==> src/rtl/epmt_pkg.sv <==
// Shared types and codes of the endpoint match table.
package epmt_pkg;

    // Item kinds
    localparam logic KIND_ADD    = 1'b0;
    localparam logic KIND_REMOVE = 1'b1;

    // Result status codes
    localparam logic [1:0] ST_OK        = 2'd0;
    localparam logic [1:0] ST_FULL      = 2'd1;
    localparam logic [1:0] ST_NOT_FOUND = 2'd2;

    // Input item
    typedef struct packed {
        logic        kind;
        logic [15:0] port;
        logic [31:0] ip_address;
        logic [15:0] handle;
    } t_in_item;

    // Result item
    typedef struct packed {
        logic [1:0]  status;
        logic [15:0] found_handle;
        logic        now_empty;
    } t_out_item;

    // Controller to datapath commands
    typedef struct packed {
        logic load;
        logic scan;
        logic commit;
    } t_dp_cmd;

    // Datapath to controller status
    typedef struct packed {
        logic hit;
        logic miss;
    } t_dp_sts;

endpackage

==> src/rtl/endpoint_match_table_top.sv <==
// Top level of the endpoint match table: controller and datapath.
//
// Usage: a small associative table of busy endpoints keyed by port and
// IPv4 address. Input items arrive on i_in_valid / o_in_stall / i_in_item;
// an add stores the key and handle in the lowest free slot, a remove frees
// the lowest slot matching the key and returns its handle. Each item gives
// exactly one result on o_out_valid / i_out_stall / o_out_item, carrying a
// status, the found handle and whether the table is now empty.
// Operation: the slots are scanned one per cycle, lowest first, through the
// entry memory's registered read port; the result register loads and
// o_out_valid rises once the scan finds the item's slot, or once the last
// slot has been compared for a full table on add or a miss on remove. One
// item is in the scan at a time, so the next item is not accepted until
// the current item's result has been loaded into the result register.
// Reset empties the table (valid bits and count clear); entry contents are
// left as they are. A result waiting under i_out_stall does not block the
// next item's scan; that scan holds at its last step until the result
// register frees up.
module endpoint_match_table_top #(
    parameter int TABLE_DEPTH = 16
) (
    input  logic                i_clk,
    input  logic                i_rst_n,
    input  logic                i_in_valid,
    output logic                o_in_stall,
    input  epmt_pkg::t_in_item  i_in_item,
    output logic                o_out_valid,
    input  logic                i_out_stall,
    output epmt_pkg::t_out_item o_out_item
);

    epmt_pkg::t_dp_cmd w_cmd;
    epmt_pkg::t_dp_sts w_sts;

    epmt_ctrl u_ctrl (
        .i_clk       (i_clk),
        .i_rst_n     (i_rst_n),
        .i_in_valid  (i_in_valid),
        .o_in_stall  (o_in_stall),
        .o_out_valid (o_out_valid),
        .i_out_stall (i_out_stall),
        .o_cmd       (w_cmd),
        .i_sts       (w_sts)
    );

    epmt_datapath #(
        .TABLE_DEPTH (TABLE_DEPTH)
    ) u_datapath (
        .i_clk      (i_clk),
        .i_rst_n    (i_rst_n),
        .i_cmd      (w_cmd),
        .o_sts      (w_sts),
        .i_in_item  (i_in_item),
        .o_out_item (o_out_item)
    );

endmodule

==> src/rtl/epmt_datapath.sv <==
// Table storage, slot scan, compare and result register of the endpoint match table.
module epmt_datapath #(
    parameter int TABLE_DEPTH = 16
) (
    input  logic                i_clk,
    input  logic                i_rst_n,
    input  epmt_pkg::t_dp_cmd   i_cmd,
    output epmt_pkg::t_dp_sts   o_sts,
    input  epmt_pkg::t_in_item  i_in_item,
    output epmt_pkg::t_out_item o_out_item
);

    localparam int IDX_W = (TABLE_DEPTH > 1) ? $clog2(TABLE_DEPTH) : 1;
    localparam int CNT_W = $clog2(TABLE_DEPTH + 1);
    localparam logic [IDX_W-1:0] LAST_IDX = IDX_W'(TABLE_DEPTH - 1);

    // Entry memory: key is {port, address}
    logic [47:0] r_mem_key [TABLE_DEPTH];
    logic [15:0] r_mem_hnd [TABLE_DEPTH];

    // Scan control and occupancy
    logic [IDX_W-1:0]       r_idx;
    logic                   r_all;
    logic                   r_pv;
    logic [TABLE_DEPTH-1:0] r_valid;
    logic [CNT_W-1:0]       r_count;
    logic [CNT_W-1:0]       n_count;

    // Payload registers
    epmt_pkg::t_in_item  r_item;
    epmt_pkg::t_out_item r_out;
    logic [IDX_W-1:0]    r_p_idx;
    logic [47:0]         r_p_key;
    logic [15:0]         r_p_hnd;

    logic w_slot_v;
    logic w_key_eq;
    logic w_match;
    logic w_is_add;

    // Compare the slot held in the registered read port
    assign w_is_add = (r_item.kind == epmt_pkg::KIND_ADD);
    assign w_slot_v = r_valid[r_p_idx];
    assign w_key_eq = (r_p_key == {r_item.port, r_item.ip_address});
    assign w_match  = r_pv && (w_is_add ? !w_slot_v : (w_slot_v && w_key_eq));

    assign o_sts.hit  = w_match;
    assign o_sts.miss = r_all && !r_pv;

    // Occupancy after this item
    always_comb begin
        n_count = r_count;
        if (i_cmd.commit && w_match) begin
            if (w_is_add) begin
                n_count = r_count + CNT_W'(1);
            end else begin
                n_count = r_count - CNT_W'(1);
            end
        end
    end

    // Control state: scan index, read pipeline flag, valid bits, count
    always_ff @(posedge i_clk) begin
        if (!i_rst_n) begin
            r_idx   <= '0;
            r_all   <= 1'b0;
            r_pv    <= 1'b0;
            r_valid <= '0;
            r_count <= '0;
        end else begin
            if (i_cmd.load) begin
                r_idx <= '0;
                r_all <= 1'b0;
                r_pv  <= 1'b0;
            end else if (i_cmd.scan) begin
                if (!r_all) begin
                    r_pv  <= 1'b1;
                    r_all <= (r_idx == LAST_IDX);
                    if (r_idx != LAST_IDX) begin
                        r_idx <= r_idx + IDX_W'(1);
                    end
                end else begin
                    r_pv <= 1'b0;
                end
            end
            if (i_cmd.commit && w_match) begin
                r_valid[r_p_idx] <= w_is_add;
            end
            r_count <= n_count;
        end
    end

    // Payload: item capture, memory read and write, result register
    always_ff @(posedge i_clk) begin
        if (i_cmd.load) begin
            r_item <= i_in_item;
        end
        if (i_cmd.scan && !r_all) begin
            r_p_idx <= r_idx;
            r_p_key <= r_mem_key[r_idx];
            r_p_hnd <= r_mem_hnd[r_idx];
        end
        if (i_cmd.commit && w_match && w_is_add) begin
            r_mem_key[r_p_idx] <= {r_item.port, r_item.ip_address};
            r_mem_hnd[r_p_idx] <= r_item.handle;
        end
        if (i_cmd.commit) begin
            if (w_match) begin
                r_out.status <= epmt_pkg::ST_OK;
            end else if (w_is_add) begin
                r_out.status <= epmt_pkg::ST_FULL;
            end else begin
                r_out.status <= epmt_pkg::ST_NOT_FOUND;
            end
            r_out.found_handle <= (w_match && !w_is_add) ? r_p_hnd : 16'd0;
            r_out.now_empty    <= (n_count == '0);
        end
    end

    assign o_out_item = r_out;

endmodule

==> src/rtl/epmt_ctrl.sv <==
// Controller of the endpoint match table: item handshake and scan sequencing.
module epmt_ctrl (
    input  logic              i_clk,
    input  logic              i_rst_n,
    input  logic              i_in_valid,
    output logic              o_in_stall,
    output logic              o_out_valid,
    input  logic              i_out_stall,
    output epmt_pkg::t_dp_cmd o_cmd,
    input  epmt_pkg::t_dp_sts i_sts
);

    typedef enum logic {
        S_IDLE,
        S_SCAN
    } t_state;

    t_state r_state;
    logic   r_out_vld;
    logic   w_out_free;
    logic   w_done;
    logic   w_finish;

    // Result register can take a new item
    assign w_out_free = !r_out_vld || !i_out_stall;
    assign w_done     = i_sts.hit || i_sts.miss;
    assign w_finish   = (r_state == S_SCAN) && w_done && w_out_free;

    assign o_in_stall  = (r_state != S_IDLE);
    assign o_out_valid = r_out_vld;

    // Datapath commands
    assign o_cmd.load   = (r_state == S_IDLE) && i_in_valid;
    assign o_cmd.scan   = (r_state == S_SCAN) && !w_done;
    assign o_cmd.commit = w_finish;

    // State and result valid
    always_ff @(posedge i_clk) begin
        if (!i_rst_n) begin
            r_state   <= S_IDLE;
            r_out_vld <= 1'b0;
        end else begin
            unique case (r_state)
                S_IDLE: begin
                    if (i_in_valid) begin
                        r_state <= S_SCAN;
                    end
                end
                S_SCAN: begin
                    if (w_finish) begin
                        r_state <= S_IDLE;
                    end
                end
                default: begin
                    r_state <= S_IDLE;
                end
            endcase
            if (w_finish) begin
                r_out_vld <= 1'b1;
            end else if (!i_out_stall) begin
                r_out_vld <= 1'b0;
            end
        end
    end

endmodule

==> config.mk <==
export PLATFORM = sky130hd
export DESIGN_NAME = endpoint_match_table_top
export DESIGN_NICKNAME = d
export VERILOG_FILES = /design/src/rtl/epmt_pkg.sv /design/src/rtl/endpoint_match_table_top.sv /design/src/rtl/epmt_datapath.sv /design/src/rtl/epmt_ctrl.sv
export SDC_FILE = /design/constraint.sdc
export NUM_CORES = 1
export LEC_CHECK = 0
export BUFFER_PORTS_ARGS = -buffer_cell sky130_fd_sc_hd__clkbuf_2
export CORE_UTILIZATION = 52
export DETAILED_ROUTE_END_ITERATION = 16
export GPL_ROUTABILITY_DRIVEN = 1
export PLACE_DENSITY_LB_ADDON = 0.1
export SLEW_MARGIN = 20
export SYNTH_ARGS = -nofsm -noshare
export SYNTH_HDL_FRONTEND = slang
export SYNTH_SLANG_ARGS = --single-unit
==> constraint.sdc <==
create_clock -name i_clk -period 6.5 [get_ports i_clk]
set_input_delay 0.325 -clock i_clk [delete_from_list [all_inputs] [get_ports i_clk]]
set_output_delay 0.325 -clock i_clk [all_outputs]
set_load 0.03 [all_outputs]
=== After elaboration in Yosys (flattened, before gate mapping) ===
Memory sizes are Yosys's and may differ from the RTL's. A register that Yosys moved wholly into a read port is not among the register bits.
Cells that the tools add are included.

* Bits in writable memories: 1024
* ROM bits: 0
* Flip-flop bits (word level): 117
* Input port bits: 69
* Output and inout port bits: 21
* Bits in latches: 0
* Word-level logic and storage cells: 71
* Memories kept: 2

* Mux-type cells: 18
* Multiply operators: 0
* Reductions and logical operators: 23
* Magnitude comparators: 2
* Divide/modulo/power cells: 0
* Equal/unequal tests: 4
* Add/sub/neg operators: 3
* Shift-type cells: 0
* Bitwise operators: 4

{| class="wikitable"
|+ Memory list
! name !! words !! bits a word !! read ports !! clocked after Yosys merged registers in !! write ports !! line !! RTL
|-
| u_datapath.r_mem_key || 16 || 48 || 1 || 1 || 1 || epmt_datapath.sv:18 || <nowiki>logic [47:0] r_mem_key [TABLE_DEPTH];</nowiki>
|-
| u_datapath.r_mem_hnd || 16 || 16 || 1 || 1 || 1 || epmt_datapath.sv:19 || <nowiki>logic [15:0] r_mem_hnd [TABLE_DEPTH];</nowiki>
|}

{| class="wikitable"
|+ Operators with widths
! kind !! count
|-
| equality test 48 bit || 1
|-
| bitwise mux 16 bit || 1
|-
| logical AND 1 bit || 12
|-
| 2-to-1 mux 1 bit || 11
|-
| 2-to-1 mux 5 bit || 2
|-
| logical NOT 1 bit || 6
|-
| adder 5 x 1 -> 5 bit (second input constant) || 1
|-
| logical NOT 5 bit || 1
|-
| < comparator 4 x 5 -> 1 bit (second input constant) || 1
|-
| subtractor 5 x 1 -> 5 bit (second input constant) || 1
|-
| adder 4 x 1 -> 4 bit (second input constant) || 1
|-
| binary-select mux 1 bit (select 4 bit) || 1
|-
| demux 1 bit (select 4 bit) || 1
|-
| equality test 4 bit (second input constant) || 1
|-
| greater-or-equal comparator 4 x 1 -> 1 bit (second input constant) || 1
|-
| inequality test 4 bit (second input constant) || 1
|-
| inverter 1 bit || 4
|-
| AND reduction 3 bit || 1
|-
| logical OR 1 bit || 2
|-
| 2-to-1 mux 2 bit || 1
|-
| inequality test 2 x 1 -> 1 bit (second input constant) || 1
|-
| case mux 1 bit (2 select lines) || 1
|-
| OR reduction 2 bit || 1
|}

=== Longest topological paths before layout ===
* Depth in word-level cells: 12
* Gate-level depth with buffers: 10

=== By module ===
Synthesis repeated with hierarchy kept, for this count alone.

* Cell total of the unflattened synthesis: 1905
* Area, all modules: 45473.6 um^2

{| class="wikitable"
|+ By module, submodules not included
! module !! sequential area each (um^2) !! cells an instance !! times used !! area an instance (um^2)
|-
| epmt_datapath || 35854.4 || 1893 || 1 || 45369.8
|-
| epmt_ctrl || 40.0 || 12 || 1 || 103.8
|}

=== Worst setup path before layout ===
OpenSTA, ideal clock, no wires.

* Kind: register -> register
* Start: register u_datapath.r_item[57] in the netlist's numbering
* End: memory u_datapath.r_mem_hnd[13][0], enable pin
* Setup slack: -0.424 ns
* Arrival time: 6.359 ns
* Library setup time: 0.565 ns
* Cell stages (with the launch flop): 10
* Required time: 5.935 ns
* Clock period less this slack: 6.924 ns
* Buffers on the path: 2
* Cells stage by stage: edfxtp_1 > xor2_1 > nor4_1 > nand4_1 > nor4_1 > and3_1 > clkbuf_1 > o21ai_2 > buf_2 > nor3_1

* Longest elaborated chain between the ends: 11

{| class="wikitable"
|+ Ends and longest elaborated chain
! element !! line !! RTL
|-
| from (decl) || epmt_datapath.sv:30 || <nowiki>epmt_pkg::t_in_item r_item;</nowiki>
|-
| from (signal assigned) || epmt_datapath.sv:96 || <nowiki>r_item <= i_in_item;</nowiki>
|-
| equality test 48 bit (*) || epmt_datapath.sv:44 || <nowiki>assign w_key_eq = (r_p_key == {r_item.port, r_item.ip_address});</nowiki>
|-
| logical AND 1 bit (*) || epmt_datapath.sv:45 || <nowiki>assign w_match = r_pv && (w_is_add ? !w_slot_v : (w_slot_v && w_key_eq));</nowiki>
|-
| 2-to-1 mux 1 bit (*) || epmt_datapath.sv:45 ||
|-
| logical AND 1 bit (*) || epmt_datapath.sv:45 ||
|-
| logical OR 1 bit || epmt_ctrl.sv:26 || <nowiki>assign w_done = i_sts.hit || i_sts.miss;</nowiki>
|-
| logical AND 1 bit (2 in series) || epmt_ctrl.sv:27 || <nowiki>assign w_finish = (r_state == S_SCAN) && w_done && w_out_free;</nowiki>
|-
| logical AND 1 bit (*) (2 in series) || epmt_datapath.sv:103 || <nowiki>if (i_cmd.commit && w_match && w_is_add) begin</nowiki>
|-
| 2-to-1 mux 1 bit (*) || epmt_datapath.sv:103 ||
|-
| 2-to-1 mux 1 bit (implied by the code) (*) || epmt_datapath.sv:105 || <nowiki>r_mem_hnd[r_p_idx] <= r_item.handle;</nowiki>
|-
| to (decl) || epmt_datapath.sv:19 ||
|}

Mark *: on every way between the ends. The rest lies on a longest branch, timed or not.

=== Worst setup path in the final report ===
* Start: register u_datapath.r_item[56] in the netlist's numbering
* End: memory u_datapath.r_mem_key[0][38], enable pin

* Longest elaborated chain between the ends: 11

{| class="wikitable"
|+ Ends and longest elaborated chain
! element !! line !! RTL
|-
| equality test 48 bit (*) || epmt_datapath.sv:44 ||
|-
| logical AND 1 bit (*) || epmt_datapath.sv:45 ||
|-
| 2-to-1 mux 1 bit (*) || epmt_datapath.sv:45 ||
|-
| logical AND 1 bit (*) || epmt_datapath.sv:45 ||
|-
| logical OR 1 bit || epmt_ctrl.sv:26 ||
|-
| logical AND 1 bit (2 in series) || epmt_ctrl.sv:27 ||
|-
| logical AND 1 bit (*) (2 in series) || epmt_datapath.sv:103 ||
|-
| 2-to-1 mux 1 bit (*) || epmt_datapath.sv:103 ||
|-
| 2-to-1 mux 1 bit (implied by the code) (*) || epmt_datapath.sv:104 || <nowiki>r_mem_key[r_p_idx] <= {r_item.port, r_item.ip_address};</nowiki>
|-
| to (decl) || epmt_datapath.sv:18 ||
|}

Marks and branches as above.

==> metrics.yaml <==
maxSlewHeadroom_pct: 27.71
first_global_vias: 21360
floorplan.die.width_um: 297.4
post_synthesis_simple_gate_area_fraction_pct: 1.545
synthXorXnorAreaFrac_pct: 0.9847
leakage_nw: 16.25
worstMarginPinSlew_ns: 1.078
synth_top_family_by_area: "multiplexers"
power.ir.vdd_worst_mv: 0.2894
post_synth.cell_area_avg_um2: 24.15
layout-area-overhead-vs-synth_pct: 14.94
cp-start-kind: "flip-flop"
dpl-instance-area_mm2: 0.04758
final_critical_path_setup_slack_ns: 1.303
std_cell_core_area_mm2: 0.08582
port-buffer-count: 89
synth_sequential_area_ratio_pct: 79.13
terminus_of_the_critical_flop_to_flop_path: "u_datapath.r_mem_key[0][38]"
timing.reg2reg.worst_path_depth: 10
clockRootBuffer: "clkbuf_16"
estimated_wirelength_of_the_detail_placed_design_um: 50170
final_min_period_over_clock_period_pct: 79.95
netlist_area_before_placement_mm2: 0.04536
wire_length_of_the_first_global_routing_pass_um: 143000
synth_top_cells_by_area: "edfxtp_1, mux4_2, dfxtp_1, xor2_1, mux2i_1"
fin_skew_ns: 0.02169
rsz0062_at_grt: "false"
synth.top_cell.area_share_pct: 77.85
post-route-drc-count: 0
global_route.overflow_total: 0
post_cts.repair.setup_buffers: 0
post_cts.resized_instances: 0
fin_crit_ns: 5.197
critPathRequiredTime_ns: 6.79
setup.worst_path.class: "reg -> reg"
count_of_synthesis_stage_warnings_from_yosys: 0
synth_edf_count: 1176
worst_setup_hold_path_clk_slew_ns: 0.06
synth-adder-area-share_pct: 0.1545
synth_compound_gate_area_share_pct: 0.6482
drive_gt1_share_pct: 30.06
timing.reg2reg.setup_slack_ns: 1.30
crit_path_cell_trace: "xor2_1, nor4_1, nand4_1, nor4_1, and3_1, buf_4, o21ai_2, buf_4, nor4_4, buf_4"
htreeDepth: 3
hold_viol_final: 0
clkSinkCount: 1205
cts_tree: "yes"
start_util_pct: 52.86
critical_path_peak_fanout: 43
synth-async-reset-ratio_pct: 0
status: "finished clean"
total_nets_after_synthesis: 1952
grt_antenna_before_repair: 1
final-setup-viol-count: 0
ant_nets: 0
maximum_cell_stage_delay_along_the_critical_path_ns: 0.87
max_freq_mhz: 192.4
num_vias: 20300
fp-row-count: 107
avgRoutedWirePerCell_um: 28.61
crit_top_cell: "buf_4"
timing.rr.start: "u_datapath.r_item[56]"
postSynthRegisterBits: 1205
drt_first_iter_violations: 1898
timing.critical_path.slowest_stage_cell: "nor4_1"
yosys_most_used_dff: "edfxtp_1"
endpoint_kind: "flip-flop"
synth_cell_types: 48
number_of_buffers_between_clock_root_and_the_deepest_sink: 3
synthesis.instances: 1878
track_usage_pct: 22.22
chipHeight_um: 297.4
diodes: 0
maximum_number_of_pins_on_one_net_before_global_route_repair: 133
netlist.top_cell.by_area: "edfxtp_1"
routabilityCongestion: 0.7433
final_area_mm2: 0.05214
finalMaxSlewViolations: 0
power.density_mw_per_mm2: 305.8
min_path_type: "in -> reg"
total_die_area_mm2: 0.08842
clock_insertion_delay_worst_skew_ns: 0.68
cp_data_arrival_time_ns: 5.49
dp_slack_ns: 1.244
setup.worst_path.end: "u_datapath.r_mem_key[0][38]"
finish.utilization_pct: 60.76
fill_cells: 5927
detail_route.first_pass.iterations: 5
muxShareOfSynthArea_pct: 16.61
layout.nets: 2191
io_pins: 90
critPathLaunch: "u_datapath.r_item[56]"
number_of_cts_inserted_buffers: 119
design_power_total_mw: 15.95
drt-total-wl_um: 96210
cap_viol_max_count: 0
routed_via_density: 6.037
-- cell families after synthesis --
kind of cell	count (synthesis)
adder cells (fa/ha/maj)	5
buffers and inverters	101
XOR/XNOR	51
flip-flops	1205
AND/OR/NAND/NOR	131
AO/OA/AOI/OAI	38
multiplexers	347
-- cells in the mapped netlist (all sizes together) (2+ instances only) --
master,instances
a21oi,4
nand3,7
nor3,15
nand2b,5
and3,2
ha,4
mux4,324
xor2,37
nor2b,6
edfxtp,1176
o21ai,5
a22oi,2
xnor2,14
nor4,18
a21o,2
mux2,2
nor2,14
mux2i,21
clkbuf,54
nand4,5
dfxtp,29
and2,20
nand2,36
o2111ai,13
o21a,2
buf,39
inv,8
-- sequential cells by signal, summed over array words and instances (netlist names), 4 cells and up --
| signal | count |
|---|---|
| u_datapath.r_valid | 16 |
| u_datapath.r_count | 5 |
| u_datapath.r_p_key | 48 |
| u_datapath.o_out_item | 19 |
| u_datapath.r_mem_hnd | 256 |
| u_datapath.r_mem_key | 768 |
| u_datapath.r_item | 65 |
| u_datapath.r_idx | 4 |
| u_datapath.r_p_hnd | 16 |
| u_datapath.r_p_idx | 4 |
-- worst min path at each step --
stage,startpoint,end,slack [ns],cells after the start
6_report,i_rst_n,u_datapath.r_valid[0],0.26,3
2_1_floorplan,u_datapath.r_idx[3],u_datapath.r_p_idx[3],0.41,0
3_5_place_dp,u_datapath.r_valid[11],u_datapath.r_valid[11],0.45,2
4_1_cts,i_rst_n,u_datapath.r_valid[0],0.21,3
5_1_grt,i_rst_n,u_datapath.r_valid[0],0.28,3
3_3_place_gp,u_datapath.r_valid[6],u_datapath.r_valid[6],0.44,2
-- per-layer routing --
layer  global-route usage, %  part of all wire, %  up-vias
met3                   3.067                  5.0      103
li1                        -                    -     8517
met5                       0                    0        -
met2                   36.75                   51      616
met4                   5.142                  1.5        0
met1                   31.81                   43    11070
-- worst max-delay path: cells and delay by family (launching register included) --
kind / cells / cell delay, ns
AND/OR/NAND/NOR: 5 / 2.05
buffers and inverters: 3 / 1.49
flip-flops: 1 / 0.62
AO/OA/AOI/OAI: 1 / 0.33
XOR/XNOR: 1 / 0.26
-- metrics by stage --
step	TNS, ns	instances	hold slack (ns)
after floorplan	-239.13	1878	0.4064
after global placement	0	3073	0.4425
after detailed placement	0	3073	0.4520
after CTS	0	3363	0.2144
after global routing	0	3363	0.2773
final	0	3363	0.2565
-- where the power goes --
part	switching (mW)	internal [mW]	total (mW)
clock network	2.83	3.91	6.75
logic	0.236	0.245	0.481
registers	0.127	8.59	8.72
total	3.20	12.8	15.9
-- layout by cell type (no fill, tap or decap), types with 12 or more instances in the layout --
cell / instances
nor2_1: 12
bufinv_16: 13
o2111ai_1: 13
nor4_1: 14
clkbuf_2: 89
mux2i_1: 21
clkbuf_16: 121
buf_4: 41
dlygate4sd3_1: 67
xnor2_1: 14
mux4_2: 324
xor2_1: 37
clkinv_2: 23
dfxtp_1: 25
nand2_1: 36
clkinv_1: 36
clkbuf_1: 18
and2_1: 20
edfxtp_1: 1176
buf_12: 14
-- layout make-up --
class	count	area, um^2	area share (%)
clock buffers	139	3095	5.937
well taps	1144	1431	2.745
clock inverters	84	785.8	1.507
multi-input cells	572	9185	17.62
inverters	8	30.03	0.05759
repair buffers	211	1704	3.268
flip-flops and latches	1205	35910	68.87
-- what timing repair did --
action / in CTS / in global routing
hold buffers: 67 / 0
endpoints found under the hold margin: 67 / 0
endpoints found under the setup margin: 0 / 0
Power figures use the tool's default switching activity.
